$ cat src/rtl/pcpd_pkg.sv
// ----------------------------------------------------------------------------
// pcpd_pkg: shared types and constants of the pixel column peak decimator
// sample widths, request and result records, command codes, back end states
// ----------------------------------------------------------------------------
package pcpd_pkg;

	localparam int SAMPLE_BITS = 32;
	localparam int FRAC_BITS   = 16;
	localparam int SCALE_W     = 32;
	localparam int CFG_W       = (SAMPLE_BITS > SCALE_W) ? SAMPLE_BITS : SCALE_W;
	localparam int REG_IDX_W   = 2;

	// bin magnitude reaches 2^SAMPLE_BITS on the negative side
	localparam int BIN_W  = SAMPLE_BITS + 1;
	// product widths of the two scalings
	localparam int PF_W   = SAMPLE_BITS + SCALE_W;
	localparam int PB_W   = BIN_W + SCALE_W;
	// rounded product widths
	localparam int RF_W   = PF_W + 1 - FRAC_BITS;
	localparam int RB_W   = PB_W + 1 - FRAC_BITS;
	// saturated column offset magnitude, up to 2^(SAMPLE_BITS+1)
	localparam int CXM_W  = SAMPLE_BITS + 2;
	localparam int CXS_W  = SAMPLE_BITS + 3;

	localparam logic [BIN_W-1:0] BIN_LIM_POS = {1'b0, {SAMPLE_BITS{1'b1}}};
	localparam logic [BIN_W-1:0] BIN_LIM_NEG = {1'b1, {SAMPLE_BITS{1'b0}}};
	localparam logic [CXM_W-1:0] COLX_LIM    = {1'b1, {(SAMPLE_BITS + 1){1'b0}}};

	localparam logic [PF_W:0] HALF_F = {{(PF_W + 1 - FRAC_BITS){1'b0}}, 1'b1,
		{(FRAC_BITS - 1){1'b0}}};
	localparam logic [PB_W:0] HALF_B = {{(PB_W + 1 - FRAC_BITS){1'b0}}, 1'b1,
		{(FRAC_BITS - 1){1'b0}}};

	localparam logic [SCALE_W-1:0] SCALE_RST = SCALE_W'(65536);

	localparam int QDEPTH = 4;
	localparam int QPTR_W = $clog2(QDEPTH);
	localparam int QCNT_W = $clog2(QDEPTH + 1);

	// request kinds
	localparam logic [1:0] KIND_SAMPLE = 2'd0;
	localparam logic [1:0] KIND_START  = 2'd1;
	localparam logic [1:0] KIND_FLUSH  = 2'd2;

	// register indexes
	localparam logic [REG_IDX_W-1:0] REG_X_ORIGIN  = 2'd0;
	localparam logic [REG_IDX_W-1:0] REG_BIN_SCALE = 2'd1;
	localparam logic [REG_IDX_W-1:0] REG_BIN_STEP  = 2'd2;

	// result status codes
	localparam logic STATUS_OK   = 1'b0;
	localparam logic STATUS_DROP = 1'b1;

	typedef logic signed [SAMPLE_BITS-1:0] sample_t;

	typedef struct packed {
		sample_t            origin;
		logic [SCALE_W-1:0] scale;
		logic [SCALE_W-1:0] step;
	} cfg_t;

	// classified request: bin in sign and magnitude form, minus zero never appears
	typedef struct packed {
		logic [1:0]       kind;
		sample_t          x;
		sample_t          y;
		logic             bin_neg;
		logic [BIN_W-1:0] bin_mag;
	} cmd_t;

	typedef struct packed {
		logic    point_valid;
		sample_t point_x;
		sample_t point_y;
		logic    last;
		logic    status;
		sample_t seen_min_x;
		sample_t seen_max_x;
		sample_t seen_min_y;
		sample_t seen_max_y;
	} result_t;

	typedef enum logic [2:0] {
		B_IDLE,
		B_EMIT1,
		B_EMIT2,
		B_MUL,
		B_RND,
		B_COLX
	} back_state_t;

endpackage

$ cat src/rtl/pcpd_front.sv
// ----------------------------------------------------------------------------
// pcpd_front: request intake and pixel bin computation
// two register stages: offset from origin, then scaling; rounding at the push
// ----------------------------------------------------------------------------
module pcpd_front import pcpd_pkg::*; (
	input  logic       clk,
	input  logic       arst_n,
	input  cfg_t       cfg,
	input  logic       in_valid,
	output logic       in_ready,
	input  logic [1:0] kind,
	input  sample_t    x_value,
	input  sample_t    y_value,
	output logic       q_push,
	output cmd_t       q_wdata,
	input  logic       q_ready
);

	logic                   adv;
	logic [SAMPLE_BITS:0]   d_pos;
	logic [SAMPLE_BITS:0]   d_rev;

	logic                   v_s1;
	logic [1:0]             kind_s1;
	sample_t                x_s1;
	sample_t                y_s1;
	logic                   neg_s1;
	logic [SAMPLE_BITS-1:0] mag_s1;

	logic                   v_s2;
	logic [1:0]             kind_s2;
	sample_t                x_s2;
	sample_t                y_s2;
	logic                   neg_s2;
	logic [PF_W-1:0]        prod_s2;

	logic [PF_W:0]          rsum;
	logic [RF_W-1:0]        rval;
	logic [BIN_W-1:0]       lim;
	logic [BIN_W-1:0]       bmag;

	assign adv      = !v_s2 || q_ready;
	assign in_ready = adv;

	// both differences side by side, sign of the first picks the magnitude
	assign d_pos = {x_value[SAMPLE_BITS-1], x_value} - {cfg.origin[SAMPLE_BITS-1], cfg.origin};
	assign d_rev = {cfg.origin[SAMPLE_BITS-1], cfg.origin} - {x_value[SAMPLE_BITS-1], x_value};

	always_ff @(posedge clk or negedge arst_n) begin
		if (!arst_n) begin
			v_s1 <= 1'b0;
			v_s2 <= 1'b0;
		end else if (adv) begin
			v_s1 <= in_valid;
			v_s2 <= v_s1;
		end
	end

	always_ff @(posedge clk) begin
		if (adv) begin
			kind_s1 <= kind;
			x_s1    <= x_value;
			y_s1    <= y_value;
			neg_s1  <= d_pos[SAMPLE_BITS];
			mag_s1  <= d_pos[SAMPLE_BITS] ? d_rev[SAMPLE_BITS-1:0] : d_pos[SAMPLE_BITS-1:0];
			kind_s2 <= kind_s1;
			x_s2    <= x_s1;
			y_s2    <= y_s1;
			neg_s2  <= neg_s1;
			prod_s2 <= PF_W'(mag_s1) * PF_W'(cfg.scale);
		end
	end

	// round half away from zero on the magnitude, then clamp to the bin range
	always_comb begin
		rsum = {1'b0, prod_s2} + HALF_F;
		rval = rsum[PF_W:FRAC_BITS];
		lim  = neg_s2 ? BIN_LIM_NEG : BIN_LIM_POS;
		if (rval > RF_W'(lim)) begin
			bmag = lim;
		end else begin
			bmag = rval[BIN_W-1:0];
		end
		q_wdata.kind    = kind_s2;
		q_wdata.x       = x_s2;
		q_wdata.y       = y_s2;
		q_wdata.bin_neg = neg_s2 && (bmag != '0);
		q_wdata.bin_mag = bmag;
	end

	assign q_push = v_s2 && q_ready;

endmodule

$ cat config.mk
export PLATFORM = sky130hd
export DESIGN_NAME = pcpd_front
export DESIGN_NICKNAME = d
export VERILOG_FILES = /design/src/rtl/pcpd_pkg.sv /design/src/rtl/pcpd_front.sv
export SDC_FILE = /design/constraint.sdc
export NUM_CORES = 2
export LEC_CHECK = 0
export BUFFER_PORTS_ARGS = -buffer_cell sky130_fd_sc_hd__buf_2
export CORE_ASPECT_RATIO = 1.2
export CORE_MARGIN = 2
export CORE_UTILIZATION = 64
export DETAILED_ROUTE_END_ITERATION = 6
export PLACE_DENSITY = 0.83
export SLEW_MARGIN = 25
export SYNTH_ARGS = -nofsm -noshare
export SYNTH_HDL_FRONTEND = slang
export SYNTH_SLANG_ARGS = --single-unit
$ cat constraint.sdc
create_clock -name clk -period 8.9 [get_ports clk]
set_input_delay 0.89 -clock clk [delete_from_list [all_inputs] [get_ports clk]]
set_output_delay 0.89 -clock clk [all_outputs]
set_load 0.01 [all_outputs]
### After elaboration in Yosys (flattened, before gate mapping)

Index checks and enable logic that the tools add are counted.

* $add $sub $neg: 3
* multiply operators: 1
* order comparisons: 1
* mux-type cells: 3
* reductions and logical operators: 5

Operator list (number)
* 33-bit 2-to-1 mux: 2
* 64-bit by 16-bit adder with 65-bit output (second input constant): 1
* 32-bit by 32-bit multiplier with 64-bit output: 1
* 49-bit by 33-bit > comparator with 1-bit output: 1
* 33-bit nonzero test: 1
* 32-bit by 32-bit subtractor with 33-bit output: 1
* 32-bit 2-to-1 mux: 1
* 32-bit subtractor: 1
* 1-bit logical AND: 2
* 1-bit logical NOT: 1
* 1-bit logical OR: 1

* register bits: 232
* input port bits: 166
* output and inout port bits: 102
* word-level logic and storage cells: 25

### Longest topological paths before layout

* depth in word-level cells: 5
* gate-level depth with buffers: 29
* mapped depth without buffers: 28

### Worst setup path before layout

No wires, ideal clock.

* path kind: in2reg
* start point: input cfg[40] in the netlist's numbering
* end point: register prod_s2[59] (data pin)
* setup time: 258 ps
* arrival: 7436 ps
* data required time: 8642 ps
* path slack: 1205 ps
* cell stages on the path: 24
* cell sequence: clkbuf_1 -> and2_1 -> fa_1 -> fa_1 -> inv_1 -> fa_1 -> fa_1 -> fa_1 -> inv_1 -> fa_1 -> fa_1 -> fa_1 -> ha_1 -> clkbuf_1 -> nand4_1 -> nor3_1 -> nand2_1 -> nand4_1 -> o211ai_1 -> a21oi_1 -> o22ai_1 -> o31a_1 -> or2_2 -> xnor2_1

* longest elaborated chain between the ends: 1

RTL lines
* from (decl): line pcpd_front.sv:8 `input cfg_t cfg,`
* 32-bit by 32-bit multiplier with 64-bit output: line pcpd_front.sv:70 `prod_s2 <= PF_W'(mag_s1) * PF_W'(cfg.scale);`
* to (signal assigned): line pcpd_front.sv:70
* to (decl): line pcpd_front.sv:35 `logic [PF_W-1:0] prod_s2;`

No other way between the ends.
A chain may end at the register's enable or synchronous reset.

### Final worst setup path

* start point: register mag_s1[13]
* end point: register prod_s2[63] (data pin)

* longest elaborated chain between the ends: 1

RTL lines
* from (decl): line pcpd_front.sv:28 `logic [SAMPLE_BITS-1:0] mag_s1;`
* from (signal assigned): line pcpd_front.sv:65 `mag_s1 <= d_pos[SAMPLE_BITS] ? d_rev[SAMPLE_BITS-1:0] : d_pos[SAMPLE_BITS-1:0];`
* 32-bit by 32-bit multiplier with 64-bit output: line pcpd_front.sv:70

No other way between the ends.

==> impl_metrics.env <==
export IMPL_run_status="completed"
export IMPL_start_util_pct=64.4
export IMPL_cp_arrival_ns=8.66
export IMPL_synth_distinct_cells=81
export IMPL_dieArea_sq_um=71900
export IMPL_antenna_found_initial=9
export IMPL_ant_nets=0
export IMPL_end_kind="register"
export IMPL_grt_busiest_layer="met2"
export IMPL_setup_viol=0
export IMPL_worst_slew_pin_slew_ns=0.974
export IMPL_vias=33144
export IMPL_post_drt_via_cell_ratio=5.80
export IMPL_path_buf_inv=8
export IMPL_crit_required_ns=9.20
export IMPL_drc=0
export IMPL_crit_slowest_cell="edfxtp_1"
export IMPL_clockRootBuffer="clkbuf_16"
export IMPL_synth_area_sq_um=44700
export IMPL_cts_sinks=217
export IMPL_port_buffer_count=235
export IMPL_async_flop_share_pct=0.922
export IMPL_grt_max_degree=82
export IMPL_hp_class="input pin to asynchronous set/reset pin"
export IMPL_yosysSeqAreaShare_pct=14.6
export IMPL_fin_nets=6195
export IMPL_syn_to_final_growth_pct=7.78
export IMPL_rows=106
export IMPL_synth_edf_count=215
export IMPL_hold_viol_final=0
export IMPL_grt_use_met2_pct=55.9
export IMPL_htreeDepth=1
export IMPL_synth_common_cells="inv_1 (946), fa_1 (897), and2_1 (571)"
export IMPL_gr_usage_met3_pct=6.87
export IMPL_cpLargestDelayFamily="adder cells"
export IMPL_drtIter0Drc=2295
export IMPL_avgRoutedWirePerCell_um=20.4
export IMPL_gp_congestion=0.951
export IMPL_yosysTopAreaCell="fa_1"
export IMPL_startpoint_type="register"
export IMPL_use_met1_pct=40.5
export IMPL_slowest_delay_ns=0.63
export IMPL_cts_resized_gates=0
export IMPL_ys_warnings_count=0
export IMPL_gr_total_overflow=0
export IMPL_finalWirelength_um=116000
export IMPL_min_period_over_period_pct=93.9
export IMPL_skew_ns=0.0297
export IMPL_ys_ff_latch=217
export IMPL_synth_nets=6029
export IMPL_min_period_ns=8.35
export IMPL_post_cts_buffers=0
export IMPL_grt_setup_unrepaired="no"
export IMPL_die_h_um=293
export IMPL_crit_fanout=23
export IMPL_hold_buffers=0
export IMPL_synth_ff_type="edfxtp_1"
export IMPL_synthCells=4609
export IMPL_clk_pin_slew_ns=0.07
export IMPL_grt_pass1_vias=36637
export IMPL_drv_slew=0
export IMPL_yosys_cell_count_top_type="inv_1"
export IMPL_die_w_um=245
export IMPL_cts_tree="built"
export IMPL_maxSlewHeadroom_pct=35.0
export IMPL_grt_total_usage_pct=33.7
export IMPL_grt_pass1_wl_um=188000
export IMPL_cp_common_cell="fa_1"
export IMPL_avgSynthCellArea_sq_um=9.69
export IMPL_max_freq_mhz=120
export IMPL_drtPass1Iterations=6
export IMPL_drv_cap=0
export IMPL_yosysTopAreaCellShare_pct=40.2
export IMPL_dp_hpwl_um=95200
export IMPL_insertion_delay_ns=0.57
export IMPL_synth_area_leaders="fa_1 (40%), edfxtp_1 (14%), ha_1 (10%), and2_1 (8.0%), inv_1 (8.0%)"
export IMPL_clockBufferDepth=3
export IMPL_finalSetupTns_ns=0
export IMPL_io_pins=268
export IMPL_drive_above_1_share_pct=9.58
export IMPL_fp_coreArea_sq_um=69400
export IMPL_numCtsBuffers=24
export IMPL_worstSetupPathType="register to register"
-- layout make-up --
| cell class | count | area, sq um |
|---|---|---|
| multi-input combinational | 3204 | 33700 |
| tap | 918 | 1150 |
| antenna | 3 | 7.51 |
| clock inverter | 19 | 188 |
| fill | 5087 | 21200 |
| timing repair buffer | 381 | 2460 |
| inverter | 947 | 3550 |
| clock buffer | 25 | 604 |
| sequential | 217 | 6510 |
-- state kept, by name, summed over array words and instances (netlist names) --
signal,flops
y_s2,32
x_s2,32
neg_s2,1
kind_s2,2
neg_s1,1
v_s2,1
v_s1,1
prod_s2,49
y_s1,32
x_s1,32
mag_s1,32
kind_s1,2
-- metrics by stage --
step	setup WS [ns]	area, sq um	instances	hold slack [ns]	utilization (%)
6_report	0.547	48100	5714	0.0994	69.4
5_1_grt	0.251	48100	5712	0.0910	69.4
4_1_cts	0.590	48100	5711	0.0871	69.4
3_5_place_dp	0.221	47300	5667	0.405	68.2
3_3_place_gp	0.317	47300	5667	0.401	68.2
2_1_floorplan	1.21	44700	4609	0.400	-
-- cell usage in the layout (no fill, tap or decap), drive strengths merged, types with 4 or more instances in the layout --
cell type / n
inv: 953
fa: 897
and2: 572
nand2: 550
buf: 381
ha: 357
edfxtp: 215
a21oi: 131
o21ai: 70
xnor2: 66
nor2: 63
a21o: 53
xor2: 49
nand3: 48
nand4: 40
mux2i: 33
nor3: 27
nor2b: 26
clkbuf: 25
and3: 21
o21a: 18
nand2b: 18
a211oi: 17
mux2: 15
o21bai: 13
or3: 11
and4: 10
a31oi: 9
clkinv: 9
o211ai: 8
nor4: 8
a221oi: 7
o31ai: 6
o31a: 6
or2: 5
or4: 4
o2111ai: 4
-- kinds of logic (layout without fill, tap and decap cells) --
family,count (synthesis),after routing,synth area share (%)
multiplexers,48,48,1.13
AO/OA/AOI/OAI,377,377,5.42
XOR/XNOR,115,115,2.26
other,0,3,0
AND/OR/NAND/NOR,1410,1410,16.3
flip-flops,217,217,14.6
buffers and inverters,1188,1372,10.1
adder cells (fa/ha/maj),1254,1254,50.2
-- layer usage --
layer	up-vias	routed length [um]
met5	-	61
met4	10	8480
met3	518	10800
met2	1750	56100
met1	16485	41000
li1	14381	-
-- worst paths after layout --
path | slack, ns | from | cells past startpoint | endpoint
worst max-delay path | 0.55 | mag_s1[13]$_DFFE_PP_ | 28 | prod_s2[63]$_DFFE_PP_
worst min register to register | 0.42 | y_s1[23]$_DFFE_PP_ | 0 | y_s2[23]$_DFFE_PP_
min in group clk | 0.42 | y_s1[23]$_DFFE_PP_ | 0 | y_s2[23]$_DFFE_PP_
worst min-delay path | 0.1 | arst_n | 1 | v_s2$_DFFE_PN0P_
max in group asynchronous | 8.71 | arst_n | 1 | v_s1$_DFFE_PN0P_
worst max register to register | 0.55 | mag_s1[13]$_DFFE_PP_ | 28 | prod_s2[63]$_DFFE_PP_
Power is not shown: default switching activity piles up to over one toggle a cycle in this logic, so the estimate is an artifact.
