**config.mk**
```make
export PLATFORM = sky130hd
export DESIGN_NAME = pcpd_back
export DESIGN_NICKNAME = d
export VERILOG_FILES = /design/src/rtl/pcpd_pkg.sv /design/src/rtl/pcpd_back.sv
export SDC_FILE = /design/constraint.sdc
export NUM_CORES = 2
export LEC_CHECK = 0
export BUFFER_PORTS_ARGS = -buffer_cell sky130_fd_sc_hd__buf_2
export CORE_UTILIZATION = 45
export CTS_BUF_LIST = sky130_fd_sc_hd__clkbuf_8
export CTS_CLUSTER_DIAMETER = 100
export CTS_CLUSTER_SIZE = 12
export DETAILED_ROUTE_END_ITERATION = 12
export HOLD_SLACK_MARGIN = 0.12
export PLACE_DENSITY = 0.69
export SETUP_SLACK_MARGIN = 0.2
export SLEW_MARGIN = 0
export SYNTH_ARGS = -nofsm -noshare
export SYNTH_HDL_FRONTEND = slang
export SYNTH_SLANG_ARGS = --single-unit
```
**constraint.sdc**
```tcl
create_clock -name clk -period 18.32 [get_ports clk]
set_input_delay 0 -clock clk [delete_from_list [all_inputs] [get_ports clk]]
set_output_delay 0 -clock clk [all_outputs]
set_load 0.02 [all_outputs]
```
**src/rtl/pcpd_pkg.sv**
```systemverilog
// ----------------------------------------------------------------------------
// pcpd_pkg: shared types and constants of the pixel column peak decimator
// sample widths, request and result records, command codes, back end states
// ----------------------------------------------------------------------------
package pcpd_pkg;

	localparam int SAMPLE_BITS = 32;
	localparam int FRAC_BITS   = 16;
	localparam int SCALE_W     = 32;
	localparam int CFG_W       = (SAMPLE_BITS > SCALE_W) ? SAMPLE_BITS : SCALE_W;
	localparam int REG_IDX_W   = 2;

	// bin magnitude reaches 2^SAMPLE_BITS on the negative side
	localparam int BIN_W  = SAMPLE_BITS + 1;
	// product widths of the two scalings
	localparam int PF_W   = SAMPLE_BITS + SCALE_W;
	localparam int PB_W   = BIN_W + SCALE_W;
	// rounded product widths
	localparam int RF_W   = PF_W + 1 - FRAC_BITS;
	localparam int RB_W   = PB_W + 1 - FRAC_BITS;
	// saturated column offset magnitude, up to 2^(SAMPLE_BITS+1)
	localparam int CXM_W  = SAMPLE_BITS + 2;
	localparam int CXS_W  = SAMPLE_BITS + 3;

	localparam logic [BIN_W-1:0] BIN_LIM_POS = {1'b0, {SAMPLE_BITS{1'b1}}};
	localparam logic [BIN_W-1:0] BIN_LIM_NEG = {1'b1, {SAMPLE_BITS{1'b0}}};
	localparam logic [CXM_W-1:0] COLX_LIM    = {1'b1, {(SAMPLE_BITS + 1){1'b0}}};

	localparam logic [PF_W:0] HALF_F = {{(PF_W + 1 - FRAC_BITS){1'b0}}, 1'b1,
		{(FRAC_BITS - 1){1'b0}}};
	localparam logic [PB_W:0] HALF_B = {{(PB_W + 1 - FRAC_BITS){1'b0}}, 1'b1,
		{(FRAC_BITS - 1){1'b0}}};

	localparam logic [SCALE_W-1:0] SCALE_RST = SCALE_W'(65536);

	localparam int QDEPTH = 4;
	localparam int QPTR_W = $clog2(QDEPTH);
	localparam int QCNT_W = $clog2(QDEPTH + 1);

	// request kinds
	localparam logic [1:0] KIND_SAMPLE = 2'd0;
	localparam logic [1:0] KIND_START  = 2'd1;
	localparam logic [1:0] KIND_FLUSH  = 2'd2;

	// register indexes
	localparam logic [REG_IDX_W-1:0] REG_X_ORIGIN  = 2'd0;
	localparam logic [REG_IDX_W-1:0] REG_BIN_SCALE = 2'd1;
	localparam logic [REG_IDX_W-1:0] REG_BIN_STEP  = 2'd2;

	// result status codes
	localparam logic STATUS_OK   = 1'b0;
	localparam logic STATUS_DROP = 1'b1;

	typedef logic signed [SAMPLE_BITS-1:0] sample_t;

	typedef struct packed {
		sample_t            origin;
		logic [SCALE_W-1:0] scale;
		logic [SCALE_W-1:0] step;
	} cfg_t;

	// classified request: bin in sign and magnitude form, minus zero never appears
	typedef struct packed {
		logic [1:0]       kind;
		sample_t          x;
		sample_t          y;
		logic             bin_neg;
		logic [BIN_W-1:0] bin_mag;
	} cmd_t;

	typedef struct packed {
		logic    point_valid;
		sample_t point_x;
		sample_t point_y;
		logic    last;
		logic    status;
		sample_t seen_min_x;
		sample_t seen_max_x;
		sample_t seen_min_y;
		sample_t seen_max_y;
	} result_t;

	typedef enum logic [2:0] {
		B_IDLE,
		B_EMIT1,
		B_EMIT2,
		B_MUL,
		B_RND,
		B_COLX
	} back_state_t;

endpackage

```
**src/rtl/pcpd_back.sv**
```systemverilog
// ----------------------------------------------------------------------------
// pcpd_back: series state, column tracking and result sequencing
// owns the output register; column x is set in three steps on column open or change
// ----------------------------------------------------------------------------
module pcpd_back import pcpd_pkg::*; (
	input  logic    clk,
	input  logic    arst_n,
	input  cfg_t    cfg,
	input  logic    q_valid,
	input  cmd_t    q_data,
	output logic    q_pop,
	output logic    out_valid,
	input  logic    out_ready,
	output result_t res
);

	back_state_t      state_q, state_d;

	logic             fresh_q;
	logic             open_q;
	logic             chg_q;
	sample_t          prev_x_q;
	logic             col_neg_q;
	logic [BIN_W-1:0] col_mag_q;
	sample_t          col_x_q;
	sample_t          col_peak_q;
	sample_t          pend_y_q;
	sample_t          min_x_q, max_x_q, min_y_q, max_y_q;
	logic [PB_W-1:0]  prod_q;
	logic [CXM_W-1:0] sat_q;

	logic             out_valid_q;
	result_t          res_q;
	result_t          res_d;
	logic             load;
	logic             out_free;
	logic             peak_commit;

	logic             k_sample;
	logic             x_lt_prev;
	logic             same_bin;
	logic             do_open, do_err, do_peak, do_change, do_flush, do_start;
	sample_t          min_x_d, max_x_d, min_y_d, max_y_d;
	logic             use_new_ext;

	logic [PB_W:0]    rsum;
	logic [RB_W-1:0]  rval;
	logic [CXS_W-1:0] org_ext;
	logic [CXS_W-1:0] off_ext;
	logic [CXS_W-1:0] colx_sum;
	logic             colx_fits;
	sample_t          colx_d;

	assign out_valid = out_valid_q;
	assign res       = res_q;

	// decode of the request at the queue head
	always_comb begin
		k_sample  = q_data.kind == KIND_SAMPLE;
		x_lt_prev = q_data.x < prev_x_q;
		same_bin  = (q_data.bin_neg == col_neg_q) && (q_data.bin_mag == col_mag_q);

		if (fresh_q) begin
			min_x_d = q_data.x;
			max_x_d = q_data.x;
			min_y_d = q_data.y;
			max_y_d = q_data.y;
		end else begin
			min_x_d = (q_data.x < min_x_q) ? q_data.x : min_x_q;
			max_x_d = (q_data.x > max_x_q) ? q_data.x : max_x_q;
			min_y_d = (q_data.y < min_y_q) ? q_data.y : min_y_q;
			max_y_d = (q_data.y > max_y_q) ? q_data.y : max_y_q;
		end

		do_open   = 1'b0;
		do_err    = 1'b0;
		do_peak   = 1'b0;
		do_change = 1'b0;
		do_flush  = 1'b0;
		do_start  = 1'b0;
		case (q_data.kind)
			KIND_SAMPLE: begin
				if (fresh_q) begin
					do_open = 1'b1;
				end else if (x_lt_prev) begin
					do_err = 1'b1;
				end else if (!open_q) begin
					do_open = 1'b1;
				end else if (same_bin) begin
					do_peak = 1'b1;
				end else begin
					do_change = 1'b1;
				end
			end
			KIND_START: begin
				do_start = 1'b1;
			end
			KIND_FLUSH: begin
				do_flush = open_q;
			end
			default: begin
			end
		endcase
	end

	// result sequencing
	always_comb begin
		out_free    = !out_valid_q || out_ready;
		use_new_ext = (state_q == B_IDLE) && k_sample;
		q_pop       = 1'b0;
		load        = 1'b0;
		peak_commit = 1'b0;
		state_d     = state_q;

		res_d.point_valid = 1'b0;
		res_d.point_x     = '0;
		res_d.point_y     = '0;
		res_d.last        = 1'b1;
		res_d.status      = ((state_q == B_IDLE) && do_err) ? STATUS_DROP : STATUS_OK;
		res_d.seen_min_x  = use_new_ext ? min_x_d : min_x_q;
		res_d.seen_max_x  = use_new_ext ? max_x_d : max_x_q;
		res_d.seen_min_y  = use_new_ext ? min_y_d : min_y_q;
		res_d.seen_max_y  = use_new_ext ? max_y_d : max_y_q;

		case (state_q)
			B_IDLE: begin
				if (q_valid && out_free) begin
					q_pop = 1'b1;
					load  = 1'b1;
					if (do_change || do_flush) begin
						res_d.point_valid = 1'b1;
						res_d.point_x     = col_x_q;
						res_d.last        = 1'b0;
						state_d           = B_EMIT1;
					end else if (do_open) begin
						state_d = B_MUL;
					end
				end
			end
			B_EMIT1: begin
				res_d.point_valid = 1'b1;
				res_d.point_x     = col_x_q;
				res_d.point_y     = col_peak_q;
				res_d.last        = 1'b0;
				if (out_free) begin
					load    = 1'b1;
					state_d = B_EMIT2;
				end
			end
			B_EMIT2: begin
				res_d.point_valid = 1'b1;
				res_d.point_x     = col_x_q;
				if (out_free) begin
					load        = 1'b1;
					peak_commit = chg_q;
					state_d     = chg_q ? B_MUL : B_IDLE;
				end
			end
			B_MUL: begin
				state_d = B_RND;
			end
			B_RND: begin
				state_d = B_COLX;
			end
			B_COLX: begin
				state_d = B_IDLE;
			end
			default: begin
				state_d = B_IDLE;
			end
		endcase
	end

	// column x: round the scaled bin, clamp, then offset from origin and clamp
	always_comb begin
		rsum      = {1'b0, prod_q} + HALF_B;
		rval      = rsum[PB_W:FRAC_BITS];
		org_ext   = {{(CXS_W - SAMPLE_BITS){cfg.origin[SAMPLE_BITS-1]}}, cfg.origin};
		off_ext   = {1'b0, sat_q};
		colx_sum  = col_neg_q ? (org_ext - off_ext) : (org_ext + off_ext);
		colx_fits = colx_sum[CXS_W-1:SAMPLE_BITS-1] ==
			{(CXS_W - SAMPLE_BITS + 1){colx_sum[CXS_W-1]}};
		if (colx_fits) begin
			colx_d = colx_sum[SAMPLE_BITS-1:0];
		end else if (colx_sum[CXS_W-1]) begin
			colx_d = {1'b1, {(SAMPLE_BITS - 1){1'b0}}};
		end else begin
			colx_d = {1'b0, {(SAMPLE_BITS - 1){1'b1}}};
		end
	end

	always_ff @(posedge clk or negedge arst_n) begin
		if (!arst_n) begin
			state_q <= B_IDLE;
		end else begin
			state_q <= state_d;
		end
	end

	always_ff @(posedge clk or negedge arst_n) begin
		if (!arst_n) begin
			fresh_q     <= 1'b1;
			open_q      <= 1'b0;
			chg_q       <= 1'b0;
			prev_x_q    <= '0;
			col_neg_q   <= 1'b0;
			col_mag_q   <= '0;
			col_x_q     <= '0;
			col_peak_q  <= '0;
			pend_y_q    <= '0;
			min_x_q     <= '0;
			max_x_q     <= '0;
			min_y_q     <= '0;
			max_y_q     <= '0;
			prod_q      <= '0;
			sat_q       <= '0;
			out_valid_q <= 1'b0;
			res_q       <= '0;
		end else begin
			if (q_pop) begin
				if (k_sample) begin
					fresh_q <= 1'b0;
					min_x_q <= min_x_d;
					max_x_q <= max_x_d;
					min_y_q <= min_y_d;
					max_y_q <= max_y_d;
				end
				if (do_start) begin
					fresh_q <= 1'b1;
					open_q  <= 1'b0;
				end
				if (do_open || do_change || do_peak) begin
					prev_x_q <= q_data.x;
				end
				if (do_open || do_change) begin
					open_q    <= 1'b1;
					col_neg_q <= q_data.bin_neg;
					col_mag_q <= q_data.bin_mag;
				end
				if (do_open) begin
					col_peak_q <= q_data.y;
				end
				if (do_peak && (q_data.y > col_peak_q)) begin
					col_peak_q <= q_data.y;
				end
				if (do_change || do_flush) begin
					chg_q    <= do_change;
					pend_y_q <= q_data.y;
				end
			end
			// the closed column has been sent, new column takes the pending peak
			if (peak_commit) begin
				col_peak_q <= pend_y_q;
			end
			if (state_q == B_MUL) begin
				prod_q <= PB_W'(col_mag_q) * PB_W'(cfg.step);
			end
			if (state_q == B_RND) begin
				sat_q <= (rval > RB_W'(COLX_LIM)) ? COLX_LIM : rval[CXM_W-1:0];
			end
			if (state_q == B_COLX) begin
				col_x_q <= colx_d;
			end
			if (load) begin
				out_valid_q <= 1'b1;
				res_q       <= res_d;
			end else if (out_ready) begin
				out_valid_q <= 1'b0;
			end
		end
	end

	a_emit_needs_column: assert property (@(posedge clk) disable iff (!arst_n)
		(state_q == B_EMIT1 || state_q == B_EMIT2) |-> open_q)
		else $error("column sent while no column open");

	a_drop_is_empty: assert property (@(posedge clk) disable iff (!arst_n)
		(out_valid_q && res_q.status == STATUS_DROP) |-> (!res_q.point_valid && res_q.last))
		else $error("dropped sample carries a point");

	a_change_recomputes: assert property (@(posedge clk) disable iff (!arst_n)
		(state_q == B_EMIT2 && load && chg_q) |=> (state_q == B_MUL))
		else $error("column change without new column x");

	a_colx_done: assert property (@(posedge clk) disable iff (!arst_n)
		(state_q == B_COLX) |=> (state_q == B_IDLE && open_q))
		else $error("column x step left sequencer in wrong state");

endmodule

```
* Yosys cells after proc, flatten, opt, wreduce, memory -nomap -nowiden *
Index checks and enable logic that the tools add are counted.

word-level totals
  bits in registers = 591
  input bits = 200
  output and inout port bits = 197
  word-level logic and storage cells = 143

operators by class
  $add $sub $neg = 3
  $mul = 1
  order comparisons = 7
  equal/unequal tests = 14
  multiplexer cells = 66
  reductions and logical operators = 26

operators by type and width
  kind                      number
  $mux W32                  19
  $gt A32 B32 Y1            3
  $lt A32 B32 Y1            3
  $add A65 B16 Y66 const B  1
  $mux W33                  2
  $pmux W33 S2              1
  $mul A33 B32 Y65          1
  $gt A50 B34 Y1 const B    1
  $add A35 B34 Y35          1
  $mux W35                  1
  $sub A35 B34 Y35          1
  $mux W34                  1
  $eq A33 B33 Y1            1
  $mux W1                   33
  $mux W3                   5
  $pmux W3 S5               1
  $reduce_and A2 Y1         7
  $reduce_bool A2 Y1        4
  $eq A3 B2 Y1 const B      2
  $eq A3 B3 Y1 const B      2
  $logic_and A1 B1 Y1       5
  $logic_or A1 B1 Y1        4
  $ne A2 B2 Y1 const B      2
  $pmux W1 S2               2
  other kinds (14)          14

* Logic depth before layout (Yosys ltp) *
  depth after elaboration = 11
  mapped depth = 29
  depth with buffers taken out = 27

* Least setup slack after synthesis *
OpenSTA, ideal clock, no wires.

  path type = register to register
  start = register col_mag_q[28]
  end = register prod_q[60]
  library setup time = 69 ps
  arrival = 7411 ps
  data required time = 18251 ps
  slack = 10840 ps
  cell stages (with the launch flop) = 27
  buffers on the path = 2
  clock period less this slack = 7480 ps
  path through = dfrtp_1 > clkbuf_1 > clkbuf_1 > nand2_1 > fa_1 > inv_1 > fa_1 > fa_1 > inv_1 > fa_1 > inv_1 > fa_1 > fa_1 > fa_1 > inv_1 > fa_1 > inv_1 > ha_1 > and4_1 > nand3_1 > nor4_1 > o311a_1 > o2111ai_1 > a31oi_1 > a211oi_1 > or4_1 > nand3_1

between the ends
  word-level cells in the longest chain between the ends = 1

ends and longest elaborated chain
  item                      RTL line          text
  start: declaration        pcpd_back.sv:24   logic [BIN_W-1:0] col_mag_q;
  start signal: assignment  pcpd_back.sv:238  col_mag_q <= q_data.bin_mag;
  $mul A33 B32 Y65          pcpd_back.sv:256  prod_q <= PB_W'(col_mag_q) * PB_W'(cfg.step);
  end signal: assignment    pcpd_back.sv:256
  end: declaration          pcpd_back.sv:29   logic [PB_W-1:0] prod_q;

No other way between the ends.
A chain may end at the register's enable or synchronous reset.

* Worst setup path after layout *
  start = register col_mag_q[18]
  end = register prod_q[60]

The elaborated chain is that of the path after synthesis.

==> metrics <==
R2R cell count=23; RePlAce Congestion=0.909; outcome=finished clean; core area=0.142 mm²; Post-Synth XOR/XNOR Area=2.52%; simple-gate share of the synthesized area=15.4%; Layout fillers=12900; Initial DRC Count=3197; Top Ports=397; Synth cell types=80; gr usage total=25.3%; drt wl/cell=19.7 µm; Layout Nets=8949; fin. max-slew vios=0; FF+latch count, synth=576; HP Start=q_data[68]; CTS tree=built; Critical Path Source Type=flop; fin crit period=9.10 ns; crit path capture type=flop; post_cts resized=0; EDFF count, synth=0; Final setup violation count=0; Initial Util=45.5%; placed instance area=0.0681 mm²; total number of vias=50600; RSZ-0062 raised after global routing=no; Vias/cell=5.47; FF+latch area=0.0144 mm²; Worst-path clk slew=0.09 ns; I/O Buffers=364; RR Startpoint=col_mag_q[18]; reg-to-reg slack, setup=9.22 ns; Synth Instances=6966; post-synthesis adder-cell area fraction=38.0%; fin area=0.0718 mm²; Clk Latency, worst-skew pair=0.78 ns; Arr. time, crit path=9.83 ns; synth warn=0; WHS Endpoint=res[98]; Multi-input gate area=0.0446 mm²; Worst Tran Pin Value=1.14 ns; Layout Cells excl Fill=9256; largest family of logic cells by synthesized area=adder cells; Max Clock Freq=110 MHz; vias in the first global route=53100; drt drc=0; critical path type=reg2reg; Sum Neg Setup Slack=0 ns; HP Class=in2reg; placed cells=8899; CP Data Required Time=19.05 ns; row count=138; Area Overhead vs Synth=11.0%; Mapped Area=0.0647 mm²; Crit Path Max Fanout=19; Rel. slew slack=23.9%; global-route wire length before repair=292 mm; syn_nets=8578; initial antenna violation count=10; Max-Cap Viols=0; largest net degree at the start of global routing=224; die area=0.145 mm²; reg2reg end=prod_q[60]; Mean Syn Cell Area=9.29 µm²; DIE HEIGHT=381 µm; Chip Width=381 µm; H-tree depth=2; final HPWL from detailed placement=135 mm; multiplexer area fraction after synthesis=4.04%; TritonCTS sink count=576; fraction of layout cells with a size suffix above 1=8.23%; deepest clock path buffer count=3; register area share after synthesis=22.3%; post-synthesis compound-gate area fraction=8.73%; hold path depth=4; Most used DFF post-synth=dfrtp_1; skew final=0.0391 ns; Final period util=49.7%; final-report hold violation count=0; Synth async-reset ratio=100%; Root Driver=clkbuf_8; ANT nets after route=0; total gr overflow=0; Initial DRT Pass Iterations=5; Routed WL=182 mm; CTS Buf Count=58
-- worst max-delay path, stage by stage (launching register included) --
cell,delay [ns]
dfrtp_1,0.84
buf_4,0.46
nand2_1,0.13
fa_1,0.56
inv_1,0.06
fa_1,0.56
fa_1,0.44
fa_1,0.60
fa_1,0.44
fa_1,0.47
fa_1,0.57
inv_1,0.07
fa_1,0.49
inv_1,0.07
ha_1,0.39
and4_1,0.28
nand3_1,0.15
nor4_1,0.50
o311a_1,0.42
o2111ai_1,0.21
a31oi_1,0.45
a211oi_1,0.28
or4_1,0.52
nand3_1,0.08
-- kinds of logic (layout without fill, tap and decap cells) --
logic type	count (synthesis)	after routing
compound gates	898	898
xor+xnor	186	186
fa+ha+maj	1412	1412
buf+inv	1548	1941
flops	576	576
mux	244	244
other cells	0	7
simple gates	2102	2102
-- metrics by stage --
stage / worst slack, ns / hold WS, ns / utilization, %
5_1_grt: 8.90 / 0.148 / 50.5
2_1_floorplan: 10.84 / -0.296 / -
3_5_place_dp: 9.36 / 0.112 / 47.9
3_3_place_gp: 9.52 / 0.109 / 47.9
4_1_cts: 9.33 / 0.121 / 50.5
6_report: 9.22 / 0.174 / 50.5
-- per-layer routing --
layer / GRT usage [%] / part of all wire [%] / up-vias
met1: 32.1 / 40 / 25700
met4: 8.57 / 3.6 / 6
li1: - / - / 22700
met5: 0 / 0.016 / -
met2: 44.1 / 50 / 1704
met3: 3.42 / 6.2 / 389
-- Yosys cell counts, drive strengths merged (61+ instances only) --
master  instances  area, µm²
a21o           85        638
a21oi         234       1170
and2          507       3170
clkbuf        340       1280
dfrtp         575      14400
fa            926      18500
ha            486       6080
inv          1163       4370
mux2          135       1520
mux2i         109       1090
nand2        1091       4100
nand3         117        586
nand4          62        407
nor2          144        541
o21ai         306       1530
o311ai         61        534
xnor2         121       1060
xor2           65        569
-- worst max-delay path by stage --
stage | slack (ns) | start | cells after the start | to
after global placement | 9.52 | col_mag_q[18] | 23 | prod_q[60]
after global routing | 8.90 | col_mag_q[20] | 25 | prod_q[58]
after floorplan | 10.84 | col_mag_q[28] | 26 | prod_q[60]
final | 9.22 | col_mag_q[18] | 23 | prod_q[60]
after CTS | 9.33 | col_mag_q[20] | 25 | prod_q[60]
after detailed placement | 9.36 | col_mag_q[20] | 25 | prod_q[60]
-- cell usage in the layout (no fill, tap or decap), types with 26 or more instances in the layout --
master / count
and2_1: 506
nand4_1: 59
buf_2: 363
a21o_1: 85
a221o_1: 37
nand2_1: 1090
xor2_1: 65
buf_4: 63
inv_1: 1176
ha_1: 486
dfrtp_1: 572
mux2_1: 61
nor3_1: 45
a21oi_1: 230
mux2i_1: 109
o311ai_1: 34
o311ai_0: 26
dlygate4sd3_1: 267
clkbuf_8: 58
o21ai_1: 134
o21ai_0: 172
mux2_2: 74
nand3_1: 116
nor2_1: 142
xnor2_1: 121
fa_1: 926
-- final cells by class --
class / count / share of cell area [%]
repair buffers: 696 / 7.00
multi-input cells: 4842 / 62.1
well taps: 1890 / 3.29
clock inverters: 24 / 0.314
flip-flops and latches: 576 / 20.1
diodes: 7 / 0.0244
clock buffers: 58 / 1.11
inverters: 1163 / 6.08
-- timing repair --
| action | in CTS | in global routing |
|---|---|---|
| buffers inserted | 0 | 0 |
| setup endpoints to repair | 0 | 0 |
| endpoints found under the hold margin | 683 | 0 |
| hold buffers | 268 | 0 |
-- state kept, by name, indices dropped and copies added, names as in the netlist --
signal and cells:
min_y_q 32, out_valid 1, open_q 1, chg_q 1
col_mag_q 33, col_x_q 32, col_peak_q 32, prev_x_q 32
col_neg_q 1, min_x_q 32, state_q 3, res 195
pend_y_q 32, sat_q 34, max_x_q 32, prod_q 50
fresh_q 1, max_y_q 32
Power is left out: the tool's default activity adds up to more than one toggle a clock period on the data nets, which glitch-free logic cannot reach.
