--- src/rtl/pcpd_pkg.sv ---
// ----------------------------------------------------------------------------
// pcpd_pkg: shared types and constants of the pixel column peak decimator
// sample widths, request and result records, command codes, back end states
// ----------------------------------------------------------------------------
package pcpd_pkg;

	localparam int SAMPLE_BITS = 32;
	localparam int FRAC_BITS   = 16;
	localparam int SCALE_W     = 32;
	localparam int CFG_W       = (SAMPLE_BITS > SCALE_W) ? SAMPLE_BITS : SCALE_W;
	localparam int REG_IDX_W   = 2;

	// bin magnitude reaches 2^SAMPLE_BITS on the negative side
	localparam int BIN_W  = SAMPLE_BITS + 1;
	// product widths of the two scalings
	localparam int PF_W   = SAMPLE_BITS + SCALE_W;
	localparam int PB_W   = BIN_W + SCALE_W;
	// rounded product widths
	localparam int RF_W   = PF_W + 1 - FRAC_BITS;
	localparam int RB_W   = PB_W + 1 - FRAC_BITS;
	// saturated column offset magnitude, up to 2^(SAMPLE_BITS+1)
	localparam int CXM_W  = SAMPLE_BITS + 2;
	localparam int CXS_W  = SAMPLE_BITS + 3;

	localparam logic [BIN_W-1:0] BIN_LIM_POS = {1'b0, {SAMPLE_BITS{1'b1}}};
	localparam logic [BIN_W-1:0] BIN_LIM_NEG = {1'b1, {SAMPLE_BITS{1'b0}}};
	localparam logic [CXM_W-1:0] COLX_LIM    = {1'b1, {(SAMPLE_BITS + 1){1'b0}}};

	localparam logic [PF_W:0] HALF_F = {{(PF_W + 1 - FRAC_BITS){1'b0}}, 1'b1,
		{(FRAC_BITS - 1){1'b0}}};
	localparam logic [PB_W:0] HALF_B = {{(PB_W + 1 - FRAC_BITS){1'b0}}, 1'b1,
		{(FRAC_BITS - 1){1'b0}}};

	localparam logic [SCALE_W-1:0] SCALE_RST = SCALE_W'(65536);

	localparam int QDEPTH = 4;
	localparam int QPTR_W = $clog2(QDEPTH);
	localparam int QCNT_W = $clog2(QDEPTH + 1);

	// request kinds
	localparam logic [1:0] KIND_SAMPLE = 2'd0;
	localparam logic [1:0] KIND_START  = 2'd1;
	localparam logic [1:0] KIND_FLUSH  = 2'd2;

	// register indexes
	localparam logic [REG_IDX_W-1:0] REG_X_ORIGIN  = 2'd0;
	localparam logic [REG_IDX_W-1:0] REG_BIN_SCALE = 2'd1;
	localparam logic [REG_IDX_W-1:0] REG_BIN_STEP  = 2'd2;

	// result status codes
	localparam logic STATUS_OK   = 1'b0;
	localparam logic STATUS_DROP = 1'b1;

	typedef logic signed [SAMPLE_BITS-1:0] sample_t;

	typedef struct packed {
		sample_t            origin;
		logic [SCALE_W-1:0] scale;
		logic [SCALE_W-1:0] step;
	} cfg_t;

	// classified request: bin in sign and magnitude form, minus zero never appears
	typedef struct packed {
		logic [1:0]       kind;
		sample_t          x;
		sample_t          y;
		logic             bin_neg;
		logic [BIN_W-1:0] bin_mag;
	} cmd_t;

	typedef struct packed {
		logic    point_valid;
		sample_t point_x;
		sample_t point_y;
		logic    last;
		logic    status;
		sample_t seen_min_x;
		sample_t seen_max_x;
		sample_t seen_min_y;
		sample_t seen_max_y;
	} result_t;

	typedef enum logic [2:0] {
		B_IDLE,
		B_EMIT1,
		B_EMIT2,
		B_MUL,
		B_RND,
		B_COLX
	} back_state_t;

endpackage

--- src/rtl/pcpd_queue.sv ---
// ----------------------------------------------------------------------------
// pcpd_queue: short request queue between front and back end
// register based; while it is not full and not empty, one write and one read per cycle
// ----------------------------------------------------------------------------
module pcpd_queue import pcpd_pkg::*; (
	input  logic clk,
	input  logic arst_n,
	input  logic push,
	input  cmd_t wdata,
	output logic ready,
	output logic valid,
	output cmd_t rdata,
	input  logic pop
);

	cmd_t              mem [QDEPTH];
	logic [QPTR_W-1:0] wr_ptr_q;
	logic [QPTR_W-1:0] rd_ptr_q;
	logic [QCNT_W-1:0] count_q;

	assign ready = count_q != QCNT_W'(QDEPTH);
	assign valid = count_q != '0;
	assign rdata = mem[rd_ptr_q];

	always_ff @(posedge clk) begin
		if (push) begin
			mem[wr_ptr_q] <= wdata;
		end
	end

	always_ff @(posedge clk or negedge arst_n) begin
		if (!arst_n) begin
			wr_ptr_q <= '0;
			rd_ptr_q <= '0;
			count_q  <= '0;
		end else begin
			if (push) begin
				wr_ptr_q <= (wr_ptr_q == QPTR_W'(QDEPTH - 1)) ? '0 : wr_ptr_q + 1'b1;
			end
			if (pop) begin
				rd_ptr_q <= (rd_ptr_q == QPTR_W'(QDEPTH - 1)) ? '0 : rd_ptr_q + 1'b1;
			end
			if (push && !pop) begin
				count_q <= count_q + 1'b1;
			end else if (pop && !push) begin
				count_q <= count_q - 1'b1;
			end
		end
	end

	a_no_overflow: assert property (@(posedge clk) disable iff (!arst_n)
		push |-> (count_q != QCNT_W'(QDEPTH)))
		else $error("queue written while full");

	a_no_underflow: assert property (@(posedge clk) disable iff (!arst_n)
		pop |-> (count_q != '0))
		else $error("queue read while empty");

	a_count_up: assert property (@(posedge clk) disable iff (!arst_n)
		(push && !pop) |=> (count_q == QCNT_W'($past(count_q) + 1'b1)))
		else $error("queue fill count lost a write");

endmodule

--- config.mk ---
export PLATFORM = sky130hd
export DESIGN_NAME = pcpd_queue
export DESIGN_NICKNAME = d
export VERILOG_FILES = /design/src/rtl/pcpd_pkg.sv /design/src/rtl/pcpd_queue.sv
export SDC_FILE = /design/constraint.sdc
export NUM_CORES = 1
export LEC_CHECK = 0
export BUFFER_PORTS_ARGS = -buffer_cell sky130_fd_sc_hd__buf_2
export CORE_MARGIN = 10
export CORE_UTILIZATION = 40
export CTS_BUF_LIST = sky130_fd_sc_hd__clkbuf_8
export DETAILED_ROUTE_END_ITERATION = 8
export PLACE_DENSITY = 0.69
export SLEW_MARGIN = 20
export SYNTH_ARGS = -nofsm -noshare
export SYNTH_HDL_FRONTEND = slang
export SYNTH_SLANG_ARGS = --single-unit
export TNS_END_PERCENT = 10
--- constraint.sdc ---
create_clock -name clk -period 3.9 [get_ports clk]
set_input_delay 0.78 -clock clk [delete_from_list [all_inputs] [get_ports clk]]
set_output_delay 0.78 -clock clk [all_outputs]
set_load 0.02 [all_outputs]
[Word level (Yosys, flattened, before mapping)]
Memories as Yosys holds them, arrays and structs flattened.
Cells that the tools add are included.
Storage, ports and cells
  register bits after elaboration: 7
  RAM bits: 400
  bits of input ports: 104
  output and inout port bits: 102
  memories kept: 1
Cells by class
  $add $sub $neg: 4
  equal/unequal tests: 3
  muxes and demuxes: 6
  reduce and logical (&&, ||, !) cells: 6
Memory list
  mem: depth 4, width 100, rd ports 1, clocked after Yosys merged registers in 0, write ports 1, line pcpd_queue.sv:16  | cmd_t mem [QDEPTH];
Operators with widths (number)
  3-bit 2-to-1 mux: 2
  2-bit by 1-bit adder with 2-bit output (second input constant): 2
  2-bit equality test (second input constant): 2
  2-bit 2-to-1 mux: 2
  3-bit by 1-bit adder with 3-bit output (second input constant): 1
  3-bit != test (second input constant): 1
  3-bit nonzero test: 1
  3-bit by 1-bit subtractor with 3-bit output (second input constant): 1
  1-bit logical AND: 2
  1-bit zero test: 2
  1-bit 2-to-1 mux: 2
  2-bit nonzero test: 1

[Depth between registers and ports, before layout]
Gate-level depths: netlist of run 1.
  depth after elaboration: 4
  gate-level depth with buffers: 7
  mapped depth without buffers: 7

[Least setup slack after synthesis of run 1]
Ideal clock, no wire load.
  kind: input port to flip-flop
  start point: input port push
  end point: memory mem[2][0] (netlist name) (enable)
  setup time: 0.470 ns
  data arrival time: 3.089 ns
  setup slack: 0.341 ns
  stages on the path: 1
  path buffers: 0
  cell sequence: and2_1
On the way
  cells in the longest elaborated chain, start to end: 2
Ends and longest elaborated chain
  start, declared: line pcpd_queue.sv:8  | input logic push,
  1-bit 2-to-1 mux: line pcpd_queue.sv:26  | if (push) begin
  1-bit 2-to-1 mux (implied by the code): line pcpd_queue.sv:27  | mem[wr_ptr_q] <= wdata;
  end, declared: line pcpd_queue.sv:16
No other way between the ends.

==> impl_metrics.ini, run 1 <==
[run_status]
outcome = finished clean

[synthesis]
yosysTopAreaCellShare = 0.809
synth_cells = 560
ys_seq_elements = 407
syn-num-nets = 671
avgSynthCellArea_um2 = 26.5
synthTopCellsByArea = edfxtp_1, mux4_2, dfrtp_1
synth_top_cell_by_area = edfxtp_1
yosysWarnings = 0
syn_area_mm2 = 0.0148
synth-seq-area-share = 0.821
synth.distinct_cells = 18

[critical_path]
worstPathMaxFanout = 41
cp-startpoint = rd_ptr_q[0]
crit_type = reg2out
endpoint_kind = output pin
worstPathRequired_ns = 3.12
r2r_slack_ns = 1.81
cp.arrival_ns = 2.56
start_kind = flop
reg2reg_from = wr_ptr_q[0]

[pwr]
p_int_mw = 9.19
comb_power_share = 0.302
switching_power_mw = 4.22
p_total_mw = 13.4
clockPowerShare = 0.258
pwr-share-seq = 0.440
leakagePower_nw = 6.10
pwr_density_cell_mw_per_mm2 = 756
switching_share = 0.314
peakVddDrop_uv = 433

[layout]
mostFrequentLayoutCells = edfxtp_1, buf_2, mux4_2
mostFrequentLayoutCell = edfxtp_1
multi_input_area_mm2 = 0.00248
fill_cells = 2989
drive_gt1_frac = 0.467
regArea_mm2 = 0.0122
area_growth_pct = 19.5
postLayoutCellArea_mm2 = 0.0177
fin_nets = 934

[clock_tree]
numCtsBuffers = 66
clk_latency_ns = 0.58
cts_resized = 0
clk_pin_slew_ns = 0.06
clockBufferDepth = 3
h-tree-depth = 3
clockRootBuffer = clkbuf_8
cts.sinks = 407
cts_hold_buffers = 1
postCtsSetupRepairBufs = 0
cts_tree = yes

[run]
drv_cap = 0

[sta]
finalSetupTns_ns = 0
hold_violations = 0
relSlewSlack = 0.559
worst_pin_slew_ns = 0.662
max_freq_ghz = 0.300
min_period_ns = 3.34
fin_hold_ws_ns = 0.406
rsz0062_at_grt = false
drv_slew = 0
fin_crit_sh = 0.856
setup_violations = 0
fin_skew_ns = 0.0208

[drt]
vias_per_cell = 5.00
post_drt_wl_per_cell_um = 21.2
drt_wl_total_um = 28300
final_antenna_net_count = 0
route.detailed.drc = 0
drtIter0Drc = 409
first_pass_iters = 4
route.vias.total = 6705

[floorplanning]
die-area_mm2 = 0.0452
rows = 70
initial_core_util = 0.406
coreArea_mm2 = 0.0366
die_y_um = 213
die_width_um = 213
boundaryPins = 206

[global_routing]
grt_max_degree = 63
busiest_layer = met2
grt_overflow_total = 0
groute.usage.overall = 0.127
use_met2 = 0.209
grt_pass1_wl_um = 43700
grt_util_met3 = 0.0438
grt_pass1_vias = 7557
antenna_found_initial = 5
met1_usage = 0.151

[place]
dp_hpwl_um = 17200
place_area_mm2 = 0.0165
io_buffer_count = 205
place_congestion = 0.673

[hold_path]
hold_path.class = in2reg
worstHoldStart = wdata[48]
critical path, stage by stage (launching register included):
cell and delay [ns]:
dfrtp_4 0.79, buf_12 0.38, mux4_2 0.58, buf_2 0.18
path summary, 6_finish.rpt:
kind | to | depth (start not counted)
min in group asynchronous | wr_ptr_q[1] | 2
worst max register to register | mem[2][17] | 4
max in group asynchronous | rd_ptr_q[1] | 2
worst min-delay path | mem[1][48] | 1
worst min register to register | count_q[2] | 1
worst max-delay path | rdata[20] | 3
logic make-up (layout without fill, tap and decap cells):
logic type	count (synthesis)	after routing	synth area share
flops	407	407	0.821
simple gates	12	12	0.00388
other cells	0	3	0
compound gates	2	2	0.000674
buf+inv	26	335	0.0125
mux	103	103	0.154
xor+xnor	3	3	0.00177
fa+ha+maj	7	7	0.00640
metal layers:
metal,vias up,share of wire
met5,-,0.0013
met4,6,0.021
met3,50,0.071
met2,182,0.50
met1,3519,0.41
li1,2948,-
through the flow:
stage,cells,worst slack [ns],util
global route,1338,0.376,0.484
finish,1340,0.563,0.484
global placement,1222,1.09,0.450
CTS,1337,0.433,0.484
floorplan,560,0.341,-
detailed placement,1222,1.09,0.450
power groups by stage:
stage	sequential, mW	combinational (mW)	clock, mW
3_3_place_gp	5.97	4.18	0
4_1_cts	5.92	4.19	3.58
6_report	5.89	4.05	3.46
2_1_floorplan	5.87	2.99	0
5_1_grt	5.97	4.36	3.78
3_5_place_dp	6.00	4.18	0
flip-flops by register name, summed over array words and instances, names as in the netlist:
name,flops
rd_ptr_q,2
count_q,3
wr_ptr_q,2
mem,400
cells in the mapped netlist, drive strengths merged:
master	n
edfxtp	400
buf	19
dfrtp	7
inv	4
nand2	3
xnor2	1
mux2	3
ha	6
o21ai	2
mux4	100
nor2	4
clkbuf	3
or3	1
fa	1
and2	4
xor2	2
final cells by class:
cell class / instances / share of cell area
Clock inverter: 45 / 0.0164
Multi-Input combinational cell: 127 / 0.140
Tap cell: 468 / 0.0330
Clock buffer: 69 / 0.0535
Inverter: 4 / 0.000847
Timing Repair Buffer: 217 / 0.0680
Antenna cell: 3 / 0.000423
Sequential cell: 407 / 0.688
Power figures use the tool's default switching activity.
==> inputs of run 2 (changes only) <==
--- a/config.mk
+++ b/config.mk
@@ -10,7 +10,7 @@
 export CORE_UTILIZATION = 40
 export CTS_BUF_LIST = sky130_fd_sc_hd__clkbuf_8
 export DETAILED_ROUTE_END_ITERATION = 8
-export PLACE_DENSITY = 0.69
+export PLACE_DENSITY = 0.56
 export SLEW_MARGIN = 20
 export SYNTH_ARGS = -nofsm -noshare
 export SYNTH_HDL_FRONTEND = slang
==> run 2 against run 1 <==
  * Register-to-register slack got worse by 0.03 ns
  * Worst hold slack lost 0.029 ns
  * Largest cell class unchanged
  * Via count rose by 2.3%
  * Largest power group unchanged
  * Wire length increased by 13%
  * Total power increased by 0.49%
  * Sequential cell count did not move
  * Cell count is 0.67% higher
  * Cell area is essentially flat
  * Global-route usage is 1.5 points higher
  * Non-clock buffer count is 3 higher
  * Utilization is essentially flat
  * First-iteration DRC count is 26% lower
==> impl_metrics.ini, run 2 (same netlist as run 1, synthesis figures left out) <==
[drt]
drtIter0Drc = 303
first_pass_iters = 5
route.vias.total = 6860
final_antenna_net_count = 0
post_drt_wl_per_cell_um = 23.7
drt_wl_total_um = 31900
vias_per_cell = 5.09
route.detailed.drc = 0

[layout]
largest_register_ff_count = 400
top_register = mem
mostFrequentLayoutCells = edfxtp_1, buf_2, mux4_2
top_regs = mem x400, count_q x3
mostFrequentLayoutCell = edfxtp_1
layout.cells.non_filler = 1349
drive_gt1_frac = 0.463
fin_nets = 939
area_growth_pct = 19.5

[critical_path]
worstPathMaxFanout = 41
path_buf_inv = 2
reg2reg_from = wr_ptr_q[1]
cp-startpoint = rd_ptr_q[1]
worstPathRequired_ns = 3.12
crit_chain = buf_4 -> mux4_2 -> buf_2
cp_slowest_cell = dfrtp_4
crit_type = reg2out
endpoint_kind = output pin
critPathMaxStageDelay_ns = 0.86
cp_top_family = flip-flops
start_kind = flop
cp.arrival_ns = 2.47

[run_status]
outcome = finished clean

[floorplanning]
rows = 70
die-area_mm2 = 0.0452
die_y_um = 213
boundaryPins = 206
coreArea_mm2 = 0.0366
initial_core_util = 0.406
die_width_um = 213

[place]
io_buffer_count = 205
place_congestion = 0.722
dp_hpwl_um = 19900
place_inst = 1225

[clock_tree]
cts.sinks = 407
clk_pin_slew_ns = 0.06
numCtsBuffers = 68
cts_tree = yes
postCtsSetupRepairBufs = 0
cts_resized = 0
h-tree-depth = 3
clockBufferDepth = 3
clk_latency_ns = 0.62
clockRootBuffer = clkbuf_8

[global_routing]
grt_pass1_vias = 7818
grt_util_met3 = 0.0427
busiest_layer = met2
met1_usage = 0.165
antenna_found_initial = 4
grt_max_degree = 49
grt_overflow_total = 0
groute.usage.overall = 0.142
grt_pass1_wl_um = 47700
use_met2 = 0.243

[sta]
finalSetupTns_ns = 0
fin_skew_ns = 0.0344
rsz0062_at_grt = false
worst_pin_slew_ns = 0.841
relSlewSlack = 0.439
drv_slew = 0
min_period_ns = 3.25
setup_violations = 0
hold_violations = 0
fin_crit_sh = 0.835
max_freq_ghz = 0.307

[pwr]
peakVddDrop_uv = 398
leakagePower_nw = 6.16
pwr_density_cell_mw_per_mm2 = 759
p_total_mw = 13.5

[run]
drv_cap = 0

[hold_path]
worstHoldStart = wdata[34]
hold_path.class = in2reg
run 2: cell types whose count changed in the layout (fill, tap and decap cells not counted), sizes merged:
cell / before / now
diode: 3 / 1
clkinv: 18 / 10
bufinv: 4 / 1
inv: 24 / 44
buf: 216 / 219
clkinvlp: 3 / 2
run 2: worst paths after layout:
path / to / slack, ns / cells past startpoint
worst max register to register: mem[1][70] / 1.78 / 4
worst min register to register: count_q[2] / 0.50 / 1
max in group asynchronous: rd_ptr_q[0] / 3.15 / 2
worst max-delay path: rdata[87] / 0.65 / 3
worst min-delay path: mem[3][34] / 0.38 / 1
min in group asynchronous: rd_ptr_q[1] / 0.57 / 2
run 2: cell type report:
cell class	count	area (um^2)
diodes	1	2.50
clock buffers	69	950
clock inverters	53	265
fillers	3007	18900
inverters	4	15.0
multi-input cells	127	2480
flip-flops and latches	407	12200
well taps	468	586
repair buffers	220	1240
run 2: report_power, final:
group	switching [mW]	internal (mW)
combinational	2.44	1.72
clock	1.64	1.73
sequential	0.338	5.61
total	4.41	9.06
run 2: through the flow:
stage	hold WS (ns)	cell area (um^2)	utilization	setup WS (ns)
3_5_place_dp	0.492	16500	0.451	1.16
5_1_grt	0.345	17700	0.484	0.454
6_report	0.377	17700	0.485	0.645
4_1_cts	0.313	17700	0.484	0.517
2_1_floorplan	0.455	14800	-	0.341
3_3_place_gp	0.472	16500	0.451	1.20
run 2: what timing repair did:
item | 4_1_cts | 5_1_grt
endpoints found under the hold margin | 7 | 0
setup endpoints to repair | 0 | 0
hold buffers | 1 | 0
run 2: layer usage:
| metal | vias to the layer above | part of all wire |
|---|---|---|
| li1 | 2970 | - |
| met1 | 3611 | 0.38 |
| met2 | 224 | 0.53 |
| met3 | 49 | 0.070 |
| met4 | 6 | 0.021 |
| met5 | - | 0.0012 |
==> inputs of run 3 (changes only) <==
--- a/config.mk
+++ b/config.mk
@@ -10,7 +10,7 @@
 export CORE_UTILIZATION = 40
 export CTS_BUF_LIST = sky130_fd_sc_hd__clkbuf_8
 export DETAILED_ROUTE_END_ITERATION = 8
-export PLACE_DENSITY = 0.56
+export PLACE_DENSITY = 0.58
 export SLEW_MARGIN = 20
 export SYNTH_ARGS = -nofsm -noshare
 export SYNTH_HDL_FRONTEND = slang
==> constraint.sdc (replaced) <==
create_clock -name clk -period 2.9 [get_ports clk]
set_input_delay 0.58 -clock clk [delete_from_list [all_inputs] [get_ports clk]]
set_output_delay 0.58 -clock clk [all_outputs]
set_load 0.02 [all_outputs]
==> run 3 against run 2 <==
  * Via count decreased by 2.0%
  * First-iteration DRC count grew 4.3%
  * Clock-buffer cell count rose by 2
  * Sequential power rose by 32%
  * Cell count stayed put
  * Worst hold slack lost 0.19 ns
  * Utilization up 0.57 points
==> impl_metrics.ini, run 3 (same netlist as run 1, synthesis figures left out) <==
[hold_path]
worstHoldStart = wdata[34]
hold_path.class = in2reg
hold_end = mem[3][34]
worstHoldPathCells = 1

[sta]
fin_skew_ns = 0.0273
rsz0062_at_grt = true
relSlewSlack = 0.658
worst_pin_slew_ns = 0.514
max_freq_ghz = 0.357
drv_slew = 0
fin_crit_sh = 0.967
hold_violations = 0
setup_violations = 0
finalSetupTns_ns = 0
min_period_ns = 2.80

[critical_path]
r2r_end = mem[1][59]
cp_top_family = multiplexers
critPathMaxStageDelay_ns = 0.61
reg2reg_from = wr_ptr_q[1]
crit_chain = buf_16 -> mux4_2 -> buf_6
ff2ff_path_depth = 4
cp_slowest_cell = mux4_2
path_buf_inv = 2
worstPathRequired_ns = 2.32
worstPathMaxFanout = 58
start_kind = flop
cp.arrival_ns = 2.22
endpoint_kind = output pin
crit_type = reg2out
r2r_slack_ns = 1.13

[global_routing]
antenna_found_initial = 3
groute.usage.overall = 0.138
grt_pass1_vias = 7734
grt_max_degree = 59
grt_overflow_total = 0
grt_pass1_wl_um = 46400

[floorplanning]
coreArea_mm2 = 0.0366
die-area_mm2 = 0.0452
die_y_um = 213
die_width_um = 213
initial_core_util = 0.406
boundaryPins = 206
rows = 70

[layout]
fin_nets = 943
layout.cells.non_filler = 1349
top_register = mem
mostFrequentLayoutCells = edfxtp_1, buf_2, mux4_2
finalCoreUtilization = 0.490
top_regs = mem x400, count_q x3
area_growth_pct = 20.9
mostFrequentLayoutCell = edfxtp_1
drive_gt1_frac = 0.476
fill_cells = 2969
largest_register_ff_count = 400

[drt]
route.detailed.drc = 0
route.vias.total = 6722
vias_per_cell = 4.98
final_antenna_net_count = 0
post_drt_wl_per_cell_um = 23.0
drt_wl_total_um = 31000
drtIter0Drc = 316
first_pass_iters = 4

[pwr]
pwr_density_cell_mw_per_mm2 = 1030
leakagePower_nw = 6.17
peakVddDrop_uv = 549

[clock_tree]
h-tree-depth = 3
clk_pin_slew_ns = 0.06
clk_latency_ns = 0.61
clockRootBuffer = clkbuf_8
numCtsBuffers = 69
clockBufferDepth = 3
cts.sinks = 407
cts_tree = yes

[place]
place_congestion = 0.705
io_buffer_count = 205
dp_hpwl_um = 19200
place_inst = 1227

[run_status]
outcome = finished clean

[run]
drv_cap = 0
[run 3: cell count changes in the layout (fill, tap and decap cells not counted), moves of 3 or more]
| cell | before | now |
|---|---|---|
| inv_1 | 39 | 16 |
| buf_2 | 205 | 192 |
| buf_6 | 0 | 13 |
| clkinv_1 | 8 | 19 |
| clkinv_2 | 2 | 9 |
| buf_12 | 8 | 11 |
[run 3: what timing repair did]
action | CTS | global route
hold buffers | 1 | 0
endpoints found under the hold margin | 7 | 0
setup endpoints to repair | 69 | 43
setup buffers | 1 | 0
resized for setup | 3 | 24
[run 3: per-stage QoR]
step                instance area [um^2]  hold WS [ns]  total power [mW]  setup slack [ns]
floorplan                          14800         0.284              11.9            -0.499
global placement                   16600         0.418              13.8             0.549
detailed placement                 16600         0.427              13.9             0.530
CTS                                17900         0.123              18.7          -0.00824
global route                       17900         0.151              19.4           -0.0450
finish                             17900         0.191              18.5            0.0966
[run 3: worst max-delay path by stage]
stage,startpoint,end,slack (ns),cells past startpoint
final,rd_ptr_q[0],rdata[46],0.1,3
after global routing,rd_ptr_q[0],rdata[73],-0.05,3
after CTS,rd_ptr_q[0],rdata[73],-0.008,3
after detailed placement,rd_ptr_q[1],rdata[65],0.53,3
after global placement,rd_ptr_q[1],rdata[4],0.55,3
after floorplan,wr_ptr_q[0],mem[0][0],-0.50,3
[run 3: layout make-up]
type,count,area (um^2),area share
inverters,4,15.0,0.000837
clock buffers,71,977,0.0544
clock inverters,47,284,0.0158
diodes,2,5.00,0.000279
multi-input cells,127,2480,0.138
flip-flops and latches,407,12200,0.679
repair buffers,223,1400,0.0781
well taps,468,586,0.0326
[run 3: routing by layer]
layer  vias to the layer above  wire length [um]  track usage
met3                        59              1830       0.0370
met5                         -                 0            0
li1                       2975                 -            -
met4                         0               850       0.0640
met1                      3503             12000        0.158
met2                       185             16300        0.239
[run 3: report_power, final]
part / internal (mW) / total (mW) / switching [mW] / leakage [nW]
clock: 2.54 / 4.71 / 2.18 / 0.691
combinational: 2.52 / 5.90 / 3.39 / 1.73
sequential: 7.54 / 7.87 / 0.323 / 3.75
total: 12.6 / 18.5 / 5.89 / 6.17
